File: config.mk
export PLATFORM = sky130hd
export DESIGN_NAME = radix64_text_codec
export DESIGN_NICKNAME = d
export VERILOG_FILES = /design/src/design/rtc_pkg.sv /design/src/design/rtc_front.sv /design/src/design/rtc_queue.sv /design/src/design/rtc_back.sv /design/src/design/radix64_text_codec.sv
export SDC_FILE = /design/constraint.sdc
export NUM_CORES = 1
export LEC_CHECK = 0
export ABC_AREA = 0
export BUFFER_PORTS_ARGS = -buffer_cell sky130_fd_sc_hd__clkbuf_2
export CAP_MARGIN = 10
export CORE_UTILIZATION = 45
export CTS_BUF_LIST = sky130_fd_sc_hd__clkbuf_4 sky130_fd_sc_hd__clkbuf_8 sky130_fd_sc_hd__clkbuf_16
export DETAILED_ROUTE_END_ITERATION = 10
export GPL_ROUTABILITY_DRIVEN = 1
export PLACE_DENSITY = 0.6
export SLEW_MARGIN = 20
export SYNTH_ARGS = -nofsm -noshare
export SYNTH_HDL_FRONTEND = slang
export SYNTH_SLANG_ARGS = --single-unit
File: constraint.sdc
create_clock -name aclk -period 6.9 [get_ports aclk]
set_input_delay 0.69 -clock aclk [delete_from_list [all_inputs] [get_ports aclk]]
set_output_delay 0.69 -clock aclk [all_outputs]
set_load 0.05 [all_outputs]
File: src/design/rtc_pkg.sv
`timescale 1ns / 1ps
// ============================================================================
// rtc_pkg: shared types, constants and functions of the radix-64 text codec
// Holds the channel payload structs, the job descriptor that links the front
// and back parts, and the alphabet conversions.
// ============================================================================
`default_nettype none

package rtc_pkg;

    // Configuration mode codes
    localparam logic MODE_ENCODE = 1'b0;
    localparam logic MODE_DECODE = 1'b1;

    // Job queue geometry
    localparam int QDEPTH = 2;
    localparam int QPTR_W = $clog2(QDEPTH);
    localparam int QCNT_W = $clog2(QDEPTH + 1);

    // Error latched in the drop count
    localparam logic [1:0] DROP_ERR = 2'd3;

    // Bytes to drop from the final group, indexed by length remainder
    localparam logic [1:0] DROP_FOR_REM [4] = '{2'd0, 2'd2, 2'd1, 2'd0};

    // Alphabet anchor characters
    localparam logic [7:0] CH_LOWER_A = 8'h61;
    localparam logic [7:0] CH_LOWER_Z = 8'h7a;
    localparam logic [7:0] CH_UPPER_A = 8'h41;
    localparam logic [7:0] CH_UPPER_Z = 8'h5a;
    localparam logic [7:0] CH_ONE     = 8'h31;
    localparam logic [7:0] CH_NINE    = 8'h39;
    localparam logic [7:0] CH_ZERO    = 8'h30;
    localparam logic [7:0] CH_DASH    = 8'h2d;
    localparam logic [7:0] CH_UNDER   = 8'h5f;

    // Symbol values at the alphabet section boundaries
    localparam logic [5:0] VAL_UPPER = 6'd26;
    localparam logic [5:0] VAL_DIGIT = 6'd52;
    localparam logic [5:0] VAL_ZERO  = 6'd61;
    localparam logic [5:0] VAL_DASH  = 6'd62;

    typedef struct packed {
        logic [7:0] data_in;
        logic       first_item;
        logic       last_item;
        logic [1:0] length_remainder;
    } in_item_t;

    typedef struct packed {
        logic [7:0] data_out;
        logic       last_out;
        logic       bad_symbol;
    } out_item_t;

    // One unit of work for the back part; every job yields at least one result
    typedef struct packed {
        logic        enc;     // encode job, else decode job
        logic        hdr;     // encode: header symbol goes first
        logic [1:0]  rem;     // encode: header symbol value
        logic        grp_en;  // encode: four group symbols follow
        logic [23:0] grp;     // packed group
        logic [1:0]  cnt;     // decode: bytes to send (1..3)
        logic        trunc;   // decode: truncated group, one error result
        logic        bad;     // decode: error flag for the bytes
    } job_t;

    // Symbol value 0..63 to its character
    function automatic logic [7:0] sym_char(input logic [5:0] v);
        logic [7:0] c;
        logic [7:0] v8;
        v8 = {2'b00, v};
        if (v < VAL_UPPER) begin
            c = CH_LOWER_A + v8;
        end else if (v < VAL_DIGIT) begin
            c = CH_UPPER_A + v8 - {2'b00, VAL_UPPER};
        end else if (v < VAL_ZERO) begin
            c = CH_ONE + v8 - {2'b00, VAL_DIGIT};
        end else if (v == VAL_ZERO) begin
            c = CH_ZERO;
        end else if (v == VAL_DASH) begin
            c = CH_DASH;
        end else begin
            c = CH_UNDER;
        end
        return c;
    endfunction

    // Character to {known, value}; unknown characters give value 0
    function automatic logic [6:0] sym_decode(input logic [7:0] ch);
        logic [7:0] d;
        logic [6:0] r;
        d = 8'h00;
        r = 7'h00;
        if (ch inside {[CH_LOWER_A:CH_LOWER_Z]}) begin
            d = ch - CH_LOWER_A;
            r = {1'b1, d[5:0]};
        end else if (ch inside {[CH_UPPER_A:CH_UPPER_Z]}) begin
            d = ch - CH_UPPER_A + {2'b00, VAL_UPPER};
            r = {1'b1, d[5:0]};
        end else if (ch inside {[CH_ONE:CH_NINE]}) begin
            d = ch - CH_ONE + {2'b00, VAL_DIGIT};
            r = {1'b1, d[5:0]};
        end else if (ch == CH_ZERO) begin
            r = {1'b1, VAL_ZERO};
        end else if (ch == CH_DASH) begin
            r = {1'b1, VAL_DASH};
        end else if (ch == CH_UNDER) begin
            r = {1'b1, 6'd63};
        end
        return r;
    endfunction

endpackage

`default_nettype wire

File: src/design/rtc_front.sv
`timescale 1ns / 1ps
// ============================================================================
// rtc_front: input side of the radix-64 text codec
// Accepts items, keeps the group state and the mode, and turns each item
// into at most one job for the back part.
// ============================================================================
`default_nettype none

module rtc_front import rtc_pkg::*; (
    input  wire logic     aclk,
    input  wire logic     aresetn,
    input  wire logic     cfg_valid,
    input  wire logic     cfg_mode,
    input  wire logic     s_valid,
    output logic          s_ready,
    input  wire in_item_t s_item,
    input  wire logic     q_full,
    output logic          push,
    output job_t          job
);

    logic        mode_reg;
    logic [1:0]  phase_reg, phase_next;
    logic [23:0] acc_reg, acc_next;
    logic [1:0]  drop_reg, drop_next;

    logic        accept;
    logic        job_ok;
    logic [6:0]  dec;
    logic [5:0]  sval;
    logic [1:0]  phase_base;
    logic [23:0] acc_base;
    logic [23:0] acc_new;
    logic [1:0]  drop_upd;
    logic        flush;

    assign s_ready = !q_full;
    assign accept  = s_valid && s_ready;
    assign push    = accept && job_ok;

    always_comb begin
        dec        = sym_decode(s_item.data_in);
        sval       = dec[5:0];
        phase_next = phase_reg;
        acc_next   = acc_reg;
        drop_next  = drop_reg;
        job_ok     = 1'b0;
        job        = '0;
        phase_base = phase_reg;
        acc_base   = acc_reg;
        acc_new    = acc_reg;
        drop_upd   = drop_reg;
        flush      = 1'b0;

        if (mode_reg == MODE_ENCODE) begin
            // restart the group on a header or a stale full group
            if (s_item.first_item || phase_reg > 2'd2) begin
                phase_base = 2'd0;
                acc_base   = 24'h0;
            end
            case (phase_base)
                2'd0:    acc_new = acc_base | {s_item.data_in, 16'h0};
                2'd1:    acc_new = acc_base | {8'h0, s_item.data_in, 8'h0};
                default: acc_new = acc_base | {16'h0, s_item.data_in};
            endcase
            flush      = (phase_base == 2'd2) || s_item.last_item;
            job.enc    = 1'b1;
            job.hdr    = s_item.first_item;
            job.rem    = s_item.length_remainder;
            job.grp_en = flush;
            job.grp    = acc_new;
            job_ok     = s_item.first_item || flush;
            phase_next = flush ? 2'd0 : phase_base + 2'd1;
            acc_next   = flush ? 24'h0 : acc_new;
        end else if (s_item.first_item) begin
            // header: set the drop count, no results
            phase_next = 2'd0;
            acc_next   = 24'h0;
            drop_next  = dec[6] ? DROP_FOR_REM[sval[1:0]] : DROP_ERR;
        end else begin
            drop_upd = dec[6] ? drop_reg : DROP_ERR;
            case (phase_reg)
                2'd0:    acc_new = acc_reg | {sval, 18'h0};
                2'd1:    acc_new = acc_reg | {6'h0, sval, 12'h0};
                2'd2:    acc_new = acc_reg | {12'h0, sval, 6'h0};
                default: acc_new = acc_reg | {18'h0, sval};
            endcase
            drop_next = drop_upd;
            job.grp   = acc_new;
            job.bad   = (drop_upd == DROP_ERR);
            job.cnt   = (s_item.last_item && drop_upd != DROP_ERR) ?
                        2'd3 - drop_upd : 2'd3;
            if (phase_reg == 2'd3) begin
                job_ok     = 1'b1;
                phase_next = 2'd0;
                acc_next   = 24'h0;
            end else if (s_item.last_item) begin
                job_ok     = 1'b1;
                job.trunc  = 1'b1;
                phase_next = 2'd0;
                acc_next   = 24'h0;
            end else begin
                phase_next = phase_reg + 2'd1;
                acc_next   = acc_new;
            end
        end
    end

    always_ff @(posedge aclk) begin
        if (!aresetn) begin
            mode_reg  <= MODE_ENCODE;
            phase_reg <= 2'd0;
            acc_reg   <= 24'h0;
            drop_reg  <= 2'd0;
        end else if (cfg_valid) begin
            // mode write clears all group state
            mode_reg  <= cfg_mode;
            phase_reg <= 2'd0;
            acc_reg   <= 24'h0;
            drop_reg  <= 2'd0;
        end else if (accept) begin
            phase_reg <= phase_next;
            acc_reg   <= acc_next;
            drop_reg  <= drop_next;
        end
    end

endmodule

`default_nettype wire

File: src/design/rtc_queue.sv
`timescale 1ns / 1ps
// ============================================================================
// rtc_queue: job queue between front and back
// Two-entry register queue; the head is visible without a read cycle.
// ============================================================================
`default_nettype none

module rtc_queue import rtc_pkg::*; (
    input  wire logic aclk,
    input  wire logic aresetn,
    input  wire logic push,
    input  wire job_t push_job,
    input  wire logic pop,
    output job_t      head,
    output logic      empty,
    output logic      full
);

    job_t              slot_reg [QDEPTH];
    logic [QPTR_W-1:0] wr_ptr_reg;
    logic [QPTR_W-1:0] rd_ptr_reg;
    logic [QCNT_W-1:0] count_reg;

    assign empty = (count_reg == '0);
    assign full  = (count_reg == QCNT_W'(QDEPTH));
    assign head  = slot_reg[rd_ptr_reg];

    always_ff @(posedge aclk) begin
        if (push) begin
            slot_reg[wr_ptr_reg] <= push_job;
        end
    end

    always_ff @(posedge aclk) begin
        if (!aresetn) begin
            wr_ptr_reg <= '0;
            rd_ptr_reg <= '0;
            count_reg  <= '0;
        end else begin
            if (push) begin
                wr_ptr_reg <= (wr_ptr_reg == QPTR_W'(QDEPTH - 1)) ? '0 : wr_ptr_reg + 1'b1;
            end
            if (pop) begin
                rd_ptr_reg <= (rd_ptr_reg == QPTR_W'(QDEPTH - 1)) ? '0 : rd_ptr_reg + 1'b1;
            end
            if (push && !pop) begin
                count_reg <= count_reg + 1'b1;
            end else if (pop && !push) begin
                count_reg <= count_reg - 1'b1;
            end
        end
    end

endmodule

`default_nettype wire

File: src/design/rtc_back.sv
`timescale 1ns / 1ps
// ============================================================================
// rtc_back: result side of the radix-64 text codec
// Steps through the head job one result per cycle into the output register, unless m_ready stalls it.
// ============================================================================
`default_nettype none

module rtc_back import rtc_pkg::*; (
    input  wire logic aclk,
    input  wire logic aresetn,
    input  wire job_t head,
    input  wire logic empty,
    output logic      pop,
    output logic      m_valid,
    input  wire logic m_ready,
    output out_item_t m_item
);

    logic [2:0] step_reg;
    logic       m_valid_reg;
    out_item_t  m_item_reg;

    logic       advance;
    logic       res_last;
    out_item_t  res;
    logic [2:0] j3;
    logic [1:0] j;
    logic [5:0] sym;

    assign m_valid = m_valid_reg;
    assign m_item  = m_item_reg;
    assign advance = !empty && (!m_valid_reg || m_ready);
    assign pop     = advance && res_last;

    always_comb begin
        j3       = step_reg - {2'b00, head.hdr};
        j        = j3[1:0];
        res      = '0;
        res_last = 1'b0;
        case (j)
            2'd0:    sym = head.grp[23:18];
            2'd1:    sym = head.grp[17:12];
            2'd2:    sym = head.grp[11:6];
            default: sym = head.grp[5:0];
        endcase
        if (head.enc) begin
            if (head.hdr && step_reg == 3'd0) begin
                res.data_out = sym_char({4'h0, head.rem});
                res_last     = !head.grp_en;
            end else begin
                res.data_out = sym_char(sym);
                res_last     = (j == 2'd3);
            end
        end else if (head.trunc) begin
            res.bad_symbol = 1'b1;
            res_last       = 1'b1;
        end else begin
            case (step_reg[1:0])
                2'd0:    res.data_out = head.grp[23:16];
                2'd1:    res.data_out = head.grp[15:8];
                default: res.data_out = head.grp[7:0];
            endcase
            res.bad_symbol = head.bad;
            res_last       = (step_reg[1:0] == head.cnt - 2'd1);
        end
        res.last_out = res_last;
    end

    always_ff @(posedge aclk) begin
        if (advance) begin
            m_item_reg <= res;
        end
    end

    always_ff @(posedge aclk) begin
        if (!aresetn) begin
            step_reg    <= 3'd0;
            m_valid_reg <= 1'b0;
        end else begin
            if (advance) begin
                m_valid_reg <= 1'b1;
                step_reg    <= res_last ? 3'd0 : step_reg + 3'd1;
            end else if (m_ready) begin
                m_valid_reg <= 1'b0;
            end
        end
    end

endmodule

`default_nettype wire

File: src/design/radix64_text_codec.sv
`timescale 1ns / 1ps
// ============================================================================
// radix64_text_codec: length-prefixed radix-64 text encoder and decoder
// Encodes bytes into symbols of the alphabet a-z A-Z 1-9 0 - _ with a
// leading length header, or decodes such symbols back into bytes.
// ============================================================================
//
//  Channel | Ports                        | Payload     | Direction
//  --------+------------------------------+-------------+----------
//  input   | s_valid  s_ready  s_item     | in_item_t   | in
//  result  | m_valid  m_ready  m_item     | out_item_t  | out
//  config  | cfg_valid cfg_ready cfg_mode | mode bit    | in
//
//  An input item is taken whenever the two-entry job queue has room, so
//  items may arrive back to back. The back part sends one result per cycle
//  from the queue head unless m_ready stalls it; that single output port
//  sets throughput: an encode group of three bytes gives four results (five
//  with a header), a decode group of four symbols up to three. Results pass
//  a queue slot, then the output register. Reset (aresetn low, synchronous)
//  empties the queue and clears mode and group state; no clearing pass is
//  needed. Stalls on m_ready fill the queue and then drop s_ready.
//
`default_nettype none

module radix64_text_codec import rtc_pkg::*; (
    input  wire logic      aclk,
    input  wire logic      aresetn,
    // configuration write
    input  wire logic      cfg_valid,
    output logic           cfg_ready,
    input  wire logic      cfg_mode,
    // input items
    input  wire logic      s_valid,
    output logic           s_ready,
    input  wire in_item_t  s_item,
    // result items
    output logic           m_valid,
    input  wire logic      m_ready,
    output out_item_t      m_item
);

    logic push;
    logic pop;
    logic q_full;
    logic q_empty;
    job_t push_job;
    job_t head_job;

    // Register writes must come only while idle (the block does not enforce it), so take them at once
    assign cfg_ready = 1'b1;

    // Front: classify each item and update the group state
    rtc_front u_front (
        .aclk      (aclk),
        .aresetn   (aresetn),
        .cfg_valid (cfg_valid),
        .cfg_mode  (cfg_mode),
        .s_valid   (s_valid),
        .s_ready   (s_ready),
        .s_item    (s_item),
        .q_full    (q_full),
        .push      (push),
        .job       (push_job)
    );

    // Queue: decouple the item rate from the result rate
    rtc_queue u_queue (
        .aclk     (aclk),
        .aresetn  (aresetn),
        .push     (push),
        .push_job (push_job),
        .pop      (pop),
        .head     (head_job),
        .empty    (q_empty),
        .full     (q_full)
    );

    // Back: expand each job into results, one transfer per cycle unless m_ready stalls
    rtc_back u_back (
        .aclk    (aclk),
        .aresetn (aresetn),
        .head    (head_job),
        .empty   (q_empty),
        .pop     (pop),
        .m_valid (m_valid),
        .m_ready (m_ready),
        .m_item  (m_item)
    );

endmodule

`default_nettype wire

==> results.yml, run 1 <==
routing:
  initialDrtViolationCount: 453
  drc: 0
  via_count: 5898
  dr.pass1.iters: 5
  antenna_left: 0
  wl_per_cell_um: 20.48
  vias_per_cell: 6.460
  routed_wl_mm: 18.70
cells_and_area:
  stdcell_area_sq_um: 7722
  layout_common_cells: "edfxtp_1 (76), nor2_1 (61), a22oi_1 (44), o21ai_0 (38), dfxtp_1 (38)"
  final_cell_count_no_fill: 913
  regArea_sq_um: 3043
  n_fill_cell: 1362
  layout-drive-gt1-share_pct: 14.34
  multi_input_area_sq_um: 3602
  final_net_count: 753
  area_growth_pct: 11.33
  layout.cells.most_common: "edfxtp_1"
  largest_reg_flops: 66
  diodes: 0
placed_design:
  dp_slack_ps: 2438
  numPortBuffers: 29
  gp_congestion: 0.9032
  placed_cells: 882
  hpwl_mm: 13.05
  place_area_sq_um: 7163
sta:
  min_period_ps: 4534
  fmax_ghz: 0.2206
  layout_setup_ws_ps: 2366
  finalSetupViolations: 0
  slew_violations: 0
  slew_headroom_pct: 28.33
  rsz0062_at_grt: "false"
  finalHoldViolations: 0
  fin_tns_setup_ps: 0
  tightest_slew_ps: 1070
  post-route-period-util_pct: 65.71
  clock_skew_ps: 12.93
critical_path:
  path_max_fanout: 35
  worstRegToRegCells: 16
  crit_path_start_kind: "flop"
  r2r_setup_slack_ps: 2370
  rr_endpoint: "u_back.m_item[6]$_DFFE_PP_"
  crit_end: "u_back.m_item[6]$_DFFE_PP_"
  required_ps: 7060
  critical-path-top-delay-family: "compound AO/OA/AOI/OAI gates"
  cp.buffers_inverters: 4
  crit_path_end_kind: "flop"
  crit_path_top_delay_cell: "o211ai_1"
  path_cells: "buf_4, mux2_2, ha_1, xor2_1, buf_4, mux2_2, o211ai_1, or3_1, xor2_1, inv_1, ha_1, inv_1, xnor2_1, xnor2_1, mux2i_1, a31o_1"
  crit_cells: 16
  worstPathArrival_ps: 4690
  critPathMaxStageDelay_ps: 840
  crit_type: "reg2reg"
global_route:
  grt_max_degree: 36
  grt_pass1_vias: 5449
  overflow: 0
  grt_pass1_wl_mm: 29.38
  grt_antenna_before_repair: 0
  grtUsageTotal_pct: 23.97
synth:
  yosysUniqueCellTypes: 73
  synth_edf_count: 76
  syn_avg_cell_area_sq_um: 9.770
  synth.net_count: 750
  yosysWarnings: 0
  syn_inst: 710
  ys_seq_elements: 114
  synthFlopType: "edfxtp_1"
  ys_seq_area_share_pct: 43.87
  async_reset_ff_share_pct: 0
  synth_area_sq_um: 6937
floorplan:
  io-pin-count: 31
  design.die.area_sq_um: 15920
  die-width_um: 126.2
  initial_utilization_pct: 45.80
  die_height_um: 126.2
  rows: 45
  coreArea_sq_um: 15150
cts:
  root_buffer: "clkbuf_16"
  clkSlewWorstSetupHoldPaths_ps: 50
  cts_tree: "built"
  cts_setup_buffers: 0
  cts_sinks: 114
  hold_buffers: 0
  clk_latency_ps: 410
  cts_max_path_buffers: 2
  cts_resized: 0
  cts_buffers: 17
  cts_max_level: 4
min_path:
  min_path_cells: 2
  hold_path.class: "reg2reg"
run:
  maxCapViolCount: 0
status:
  outcome: "finished clean"
power:
  powerDensity_nw_per_um2: 413.5
  ir_drop_mv: 0.2009
  p_leak_nw: 2.689
[kinds of logic (layout without fill, tap and decap cells)]
group / after synthesis / after routing / synth area share (%)
AO/OA/AOI/OAI: 237 / 237 / 23.90
AND/OR/NAND/NOR: 203 / 203 / 14.97
buffers and inverters: 74 / 89 / 4.365
multiplexers: 45 / 45 / 7.107
adder cells (fa/ha/maj): 22 / 22 / 3.968
flip-flops: 114 / 114 / 43.87
other: 1 / 1 / 0.05406
XOR/XNOR: 14 / 14 / 1.768
[worst reg2reg max path, stage by stage, from the launching register on]
cell and delay (ps):
dfxtp_1 300, buf_4 410, mux2_2 440, ha_1 220, xor2_1 140, buf_4 220, mux2_2 370, o211ai_1 840
or3_1 230, xor2_1 190, inv_1 60, ha_1 190, inv_1 90, xnor2_1 140, xnor2_1 150, mux2i_1 90
a31o_1 220
[routing by layer]
| layer | up-vias | share of wire [%] | track usage, % | wire length [um] |
|---|---|---|---|---|
| li1 | 2749 | - | - | - |
| met1 | 2887 | 44 | 30.60 | 8271 |
| met2 | 221 | 48 | 38.80 | 8922 |
| met3 | 41 | 5.1 | 5.140 | 958 |
| met4 | 0 | 2.9 | 11.20 | 542 |
| met5 | - | 0 | 0 | 0 |
[report_power, final]
part	switching [mW]	total (mW)	leakage (nW)	internal (mW)
registers	0.0375	0.897	1.03	0.860
clock network	0.305	0.835	0.266	0.530
logic	0.945	1.46	1.40	0.516
total	1.29	3.19	2.69	1.91
[worst min path at each step]
stage                                      from                          endpoint  slack (ps)
4_1_cts        u_front.drop_reg[0]$_SDFFE_PP0P_  u_front.drop_reg[0]$_SDFFE_PP0P_         510
3_3_place_gp   u_front.drop_reg[0]$_SDFFE_PP0P_  u_front.drop_reg[0]$_SDFFE_PP0P_         470
2_1_floorplan  u_front.drop_reg[0]$_SDFFE_PP0P_  u_front.drop_reg[0]$_SDFFE_PP0P_         460
5_1_grt        u_front.drop_reg[0]$_SDFFE_PP0P_  u_front.drop_reg[0]$_SDFFE_PP0P_         540
3_5_place_dp   u_front.drop_reg[0]$_SDFFE_PP0P_  u_front.drop_reg[0]$_SDFFE_PP0P_         500
6_report       u_front.drop_reg[0]$_SDFFE_PP0P_  u_front.drop_reg[0]$_SDFFE_PP0P_         520
[area by class of cell]
cell class | instances | area share (%)
Clock buffer | 19 | 5.703
Inverter | 21 | 1.021
Tap cell | 188 | 3.046
Multi-Input combinational cell | 522 | 46.65
Sequential cell | 114 | 39.40
Timing Repair Buffer | 37 | 2.657
Clock inverter | 12 | 1.523
[per-stage QoR]
stage / total power, mW / utilization, % / hold slack (ps)
6_report: 3.193 / 50.99 / 523.7
5_1_grt: 3.378 / 50.99 / 538.1
4_1_cts: 3.197 / 50.98 / 511.2
3_5_place_dp: 2.354 / 47.29 / 502.4
3_3_place_gp: 2.342 / 47.29 / 469.8
2_1_floorplan: 2.056 / - / 456.3
[synthesized netlist by cell type, types with 4 or more instances]
cell type | count | area [sq um]
a211oi_1 | 8 | 60.06
a21o_1 | 4 | 30.03
a21oi_1 | 36 | 180.2
a221oi_1 | 14 | 122.6
a22oi_1 | 44 | 330.3
a31oi_1 | 8 | 50.05
and2_1 | 10 | 62.56
buf_2 | 5 | 25.02
clkbuf_1 | 42 | 157.7
dfxtp_1 | 38 | 760.7
edfxtp_1 | 76 | 2282
ha_1 | 22 | 275.3
inv_1 | 21 | 78.83
mux2_2 | 24 | 270.3
mux2i_1 | 20 | 200.2
nand2_1 | 33 | 123.9
nand2b_1 | 10 | 62.56
nand3_1 | 12 | 60.06
nor2_1 | 61 | 229.0
nor2b_1 | 21 | 131.4
nor3_1 | 21 | 105.1
o211ai_1 | 8 | 60.06
o21ai_0 | 38 | 190.2
o221ai_1 | 10 | 87.58
o22ai_1 | 17 | 106.4
o31ai_1 | 9 | 67.56
o32a_1 | 4 | 40.04
or3_1 | 7 | 43.79
xnor2_1 | 9 | 78.83
xor2_1 | 5 | 43.79
Note: power is estimated with default switching activity, not from simulation.
==> inputs of run 2 (changes only) <==
Clock period 6.9 ns to 4.7 ns, I/O delays scaled along.
==> run 2 against run 1 <==
  * Hold slack got worse by 210 ps
  * Via count fell by 0.32%
  * Design area rose by 1.2%
  * Sequential cell count did not move
  * Critical path depth fell by 3
  * Power rose by 52%
  * Critical path type unchanged
  * Largest power group unchanged
==> results.yml, run 2 (synthesized netlist as in run 1, its figures left out) <==
cts:
  cts_setup_buffers: 0
  cts_tree: "built"
  clkSlewWorstSetupHoldPaths_ps: 50
  cts_max_path_buffers: 2
  cts_max_level: 4
  cts_sinks: 114
  cts_buffers: 17
  cts_resized: 0
  hold_buffers: 0
  clk_latency_ps: 420
  root_buffer: "clkbuf_16"
cells_and_area:
  layout.cells.most_common: "edfxtp_1"
  multi_input_area_sq_um: 3602
  final_cell_count_no_fill: 917
  stdcell_area_sq_um: 7818
  layout_common_cells: "edfxtp_1 (76), nor2_1 (61), a22oi_1 (44), o21ai_0 (38), dfxtp_1 (38)"
  largest_reg_flops: 66
  diodes: 0
  final_util_pct: 51.62
  regArea_sq_um: 3043
  n_fill_cell: 1351
  area_growth_pct: 12.70
  layout-drive-gt1-share_pct: 14.68
  final_net_count: 756
sta:
  rsz0062_at_grt: "false"
  finalSetupViolations: 0
  tightest_slew_ps: 977.9
  finalHoldViolations: 0
  fmax_ghz: 0.2676
  fin_tns_setup_ps: 0
  slew_headroom_pct: 34.80
  slew_violations: 0
  post-route-period-util_pct: 79.51
  clock_skew_ps: 5.575
  min_period_ps: 3737
critical_path:
  critical-path-top-delay-family: "simple AND/OR/NAND/NOR gates"
  crit_path_top_delay_cell: "ha_1"
  critPathMaxStageDelay_ps: 430
  path_cells: "ha_1, nor2_1, buf_4, nand2_1, inv_1, ha_1, nor2_1, nand2_1, buf_4, o21ai_0, nor2_1, and2_1, buf_4"
  cp.buffers_inverters: 4
  required_ps: 4780
  crit_path_end_kind: "flop"
  crit_type: "reg2reg"
  crit_path_start_kind: "flop"
  path_max_fanout: 27
  worstPathArrival_ps: 3820
floorplan:
  design.die.area_sq_um: 15920
  die-width_um: 126.2
  io-pin-count: 31
  coreArea_sq_um: 15150
  die_height_um: 126.2
  rows: 45
  initial_utilization_pct: 45.80
global_route:
  overflow: 0
  grtUsageTotal_pct: 25.22
  grt_max_degree: 35
  grt_antenna_before_repair: 0
  grt_pass1_wl_mm: 30.49
  grt_pass1_vias: 5529
run:
  maxCapViolCount: 0
routing:
  vias_per_cell: 6.411
  routed_wl_mm: 19.26
  initialDrtViolationCount: 650
  dr.pass1.iters: 6
  wl_per_cell_um: 21.01
  antenna_left: 0
  via_count: 5879
  drc: 0
power:
  powerDensity_nw_per_um2: 622.0
  p_sw_mw: 1.922
  ir_drop_mv: 0.3146
  p_sw_share_pct: 39.52
  sequentialPowerShare_pct: 27.1
  p_int_mw: 2.941
  clockPowerShare_pct: 28.1
  combPwrFrac_pct: 44.8
  p_leak_nw: 2.739
  total_power_mw: 4.862
placed_design:
  numPortBuffers: 29
  placed_cells: 885
  place_area_sq_um: 7187
  gp_congestion: 0.8802
  hpwl_mm: 13.56
status:
  outcome: "finished clean"
min_path:
  hold_path.class: "in2reg"
## run 2: cell count changes in the layout (fill, tap and decap cells not counted), sizes merged
| cell | before | now |
|---|---|---|
| buf | 8 | 11 |
| inv | 21 | 22 |
| clkinvlp | 4 | 2 |
| bufinv | 2 | 4 |
## run 2: layer usage
layer | wire length (um) | global-route usage [%] | part of all wire (%) | vias to the layer above
met2 | 9338 | 41.53 | 48 | 252
met5 | 0 | 0 | 0 | -
met3 | 1300 | 5.777 | 6.7 | 43
li1 | - | - | - | 2742
met1 | 8069 | 32.17 | 42 | 2842
met4 | 555 | 9.709 | 2.9 | 0
## run 2: worst min-delay path: stages
cell and delay (ps):
clkbuf_2 70, mux2i_1 60, nor2b_1 90
## run 2: power by group through the flow
stage	registers [mW]	logic, mW	clock network, mW
floorplan	1.49	1.53	0
global placement	1.34	2.16	0
detailed placement	1.34	2.16	0
CTS	1.32	2.17	1.39
global route	1.33	2.38	1.44
finish	1.32	2.18	1.37
## run 2: cell type report
cell class | count | area share [%]
Clock buffer | 19 | 5.714
Clock inverter | 13 | 2.353
Inverter | 21 | 1.008
Multi-Input combinational cell | 522 | 46.08
Sequential cell | 114 | 38.92
Tap cell | 188 | 3.009
Timing Repair Buffer | 40 | 2.913
## run 2: final timing paths
kind	from	to	slack (ps)	depth (start not counted)
max	u_front.phase_reg[0]$_SDFFE_PP0P_	u_queue.slot_reg[1][18]$_DFFE_PP_	960	13
min	cfg_mode	u_front.mode_reg$_SDFFE_PN0P_	310	3
max reg2reg	u_front.phase_reg[0]$_SDFFE_PP0P_	u_queue.slot_reg[1][18]$_DFFE_PP_	960	13
min reg2reg	u_front.drop_reg[0]$_SDFFE_PP0P_	u_front.drop_reg[0]$_SDFFE_PP0P_	490	2
## run 2: stage by stage
| stage | hold slack, ps | setup slack (ps) |
|---|---|---|
| final | 309.7 | 962.9 |
| after detailed placement | 482.4 | 742.4 |
| after floorplan | 456.3 | 669.1 |
| after CTS | 294.1 | 958.5 |
| after global routing | 330.6 | 735.7 |
| after global placement | 468.9 | 838.0 |
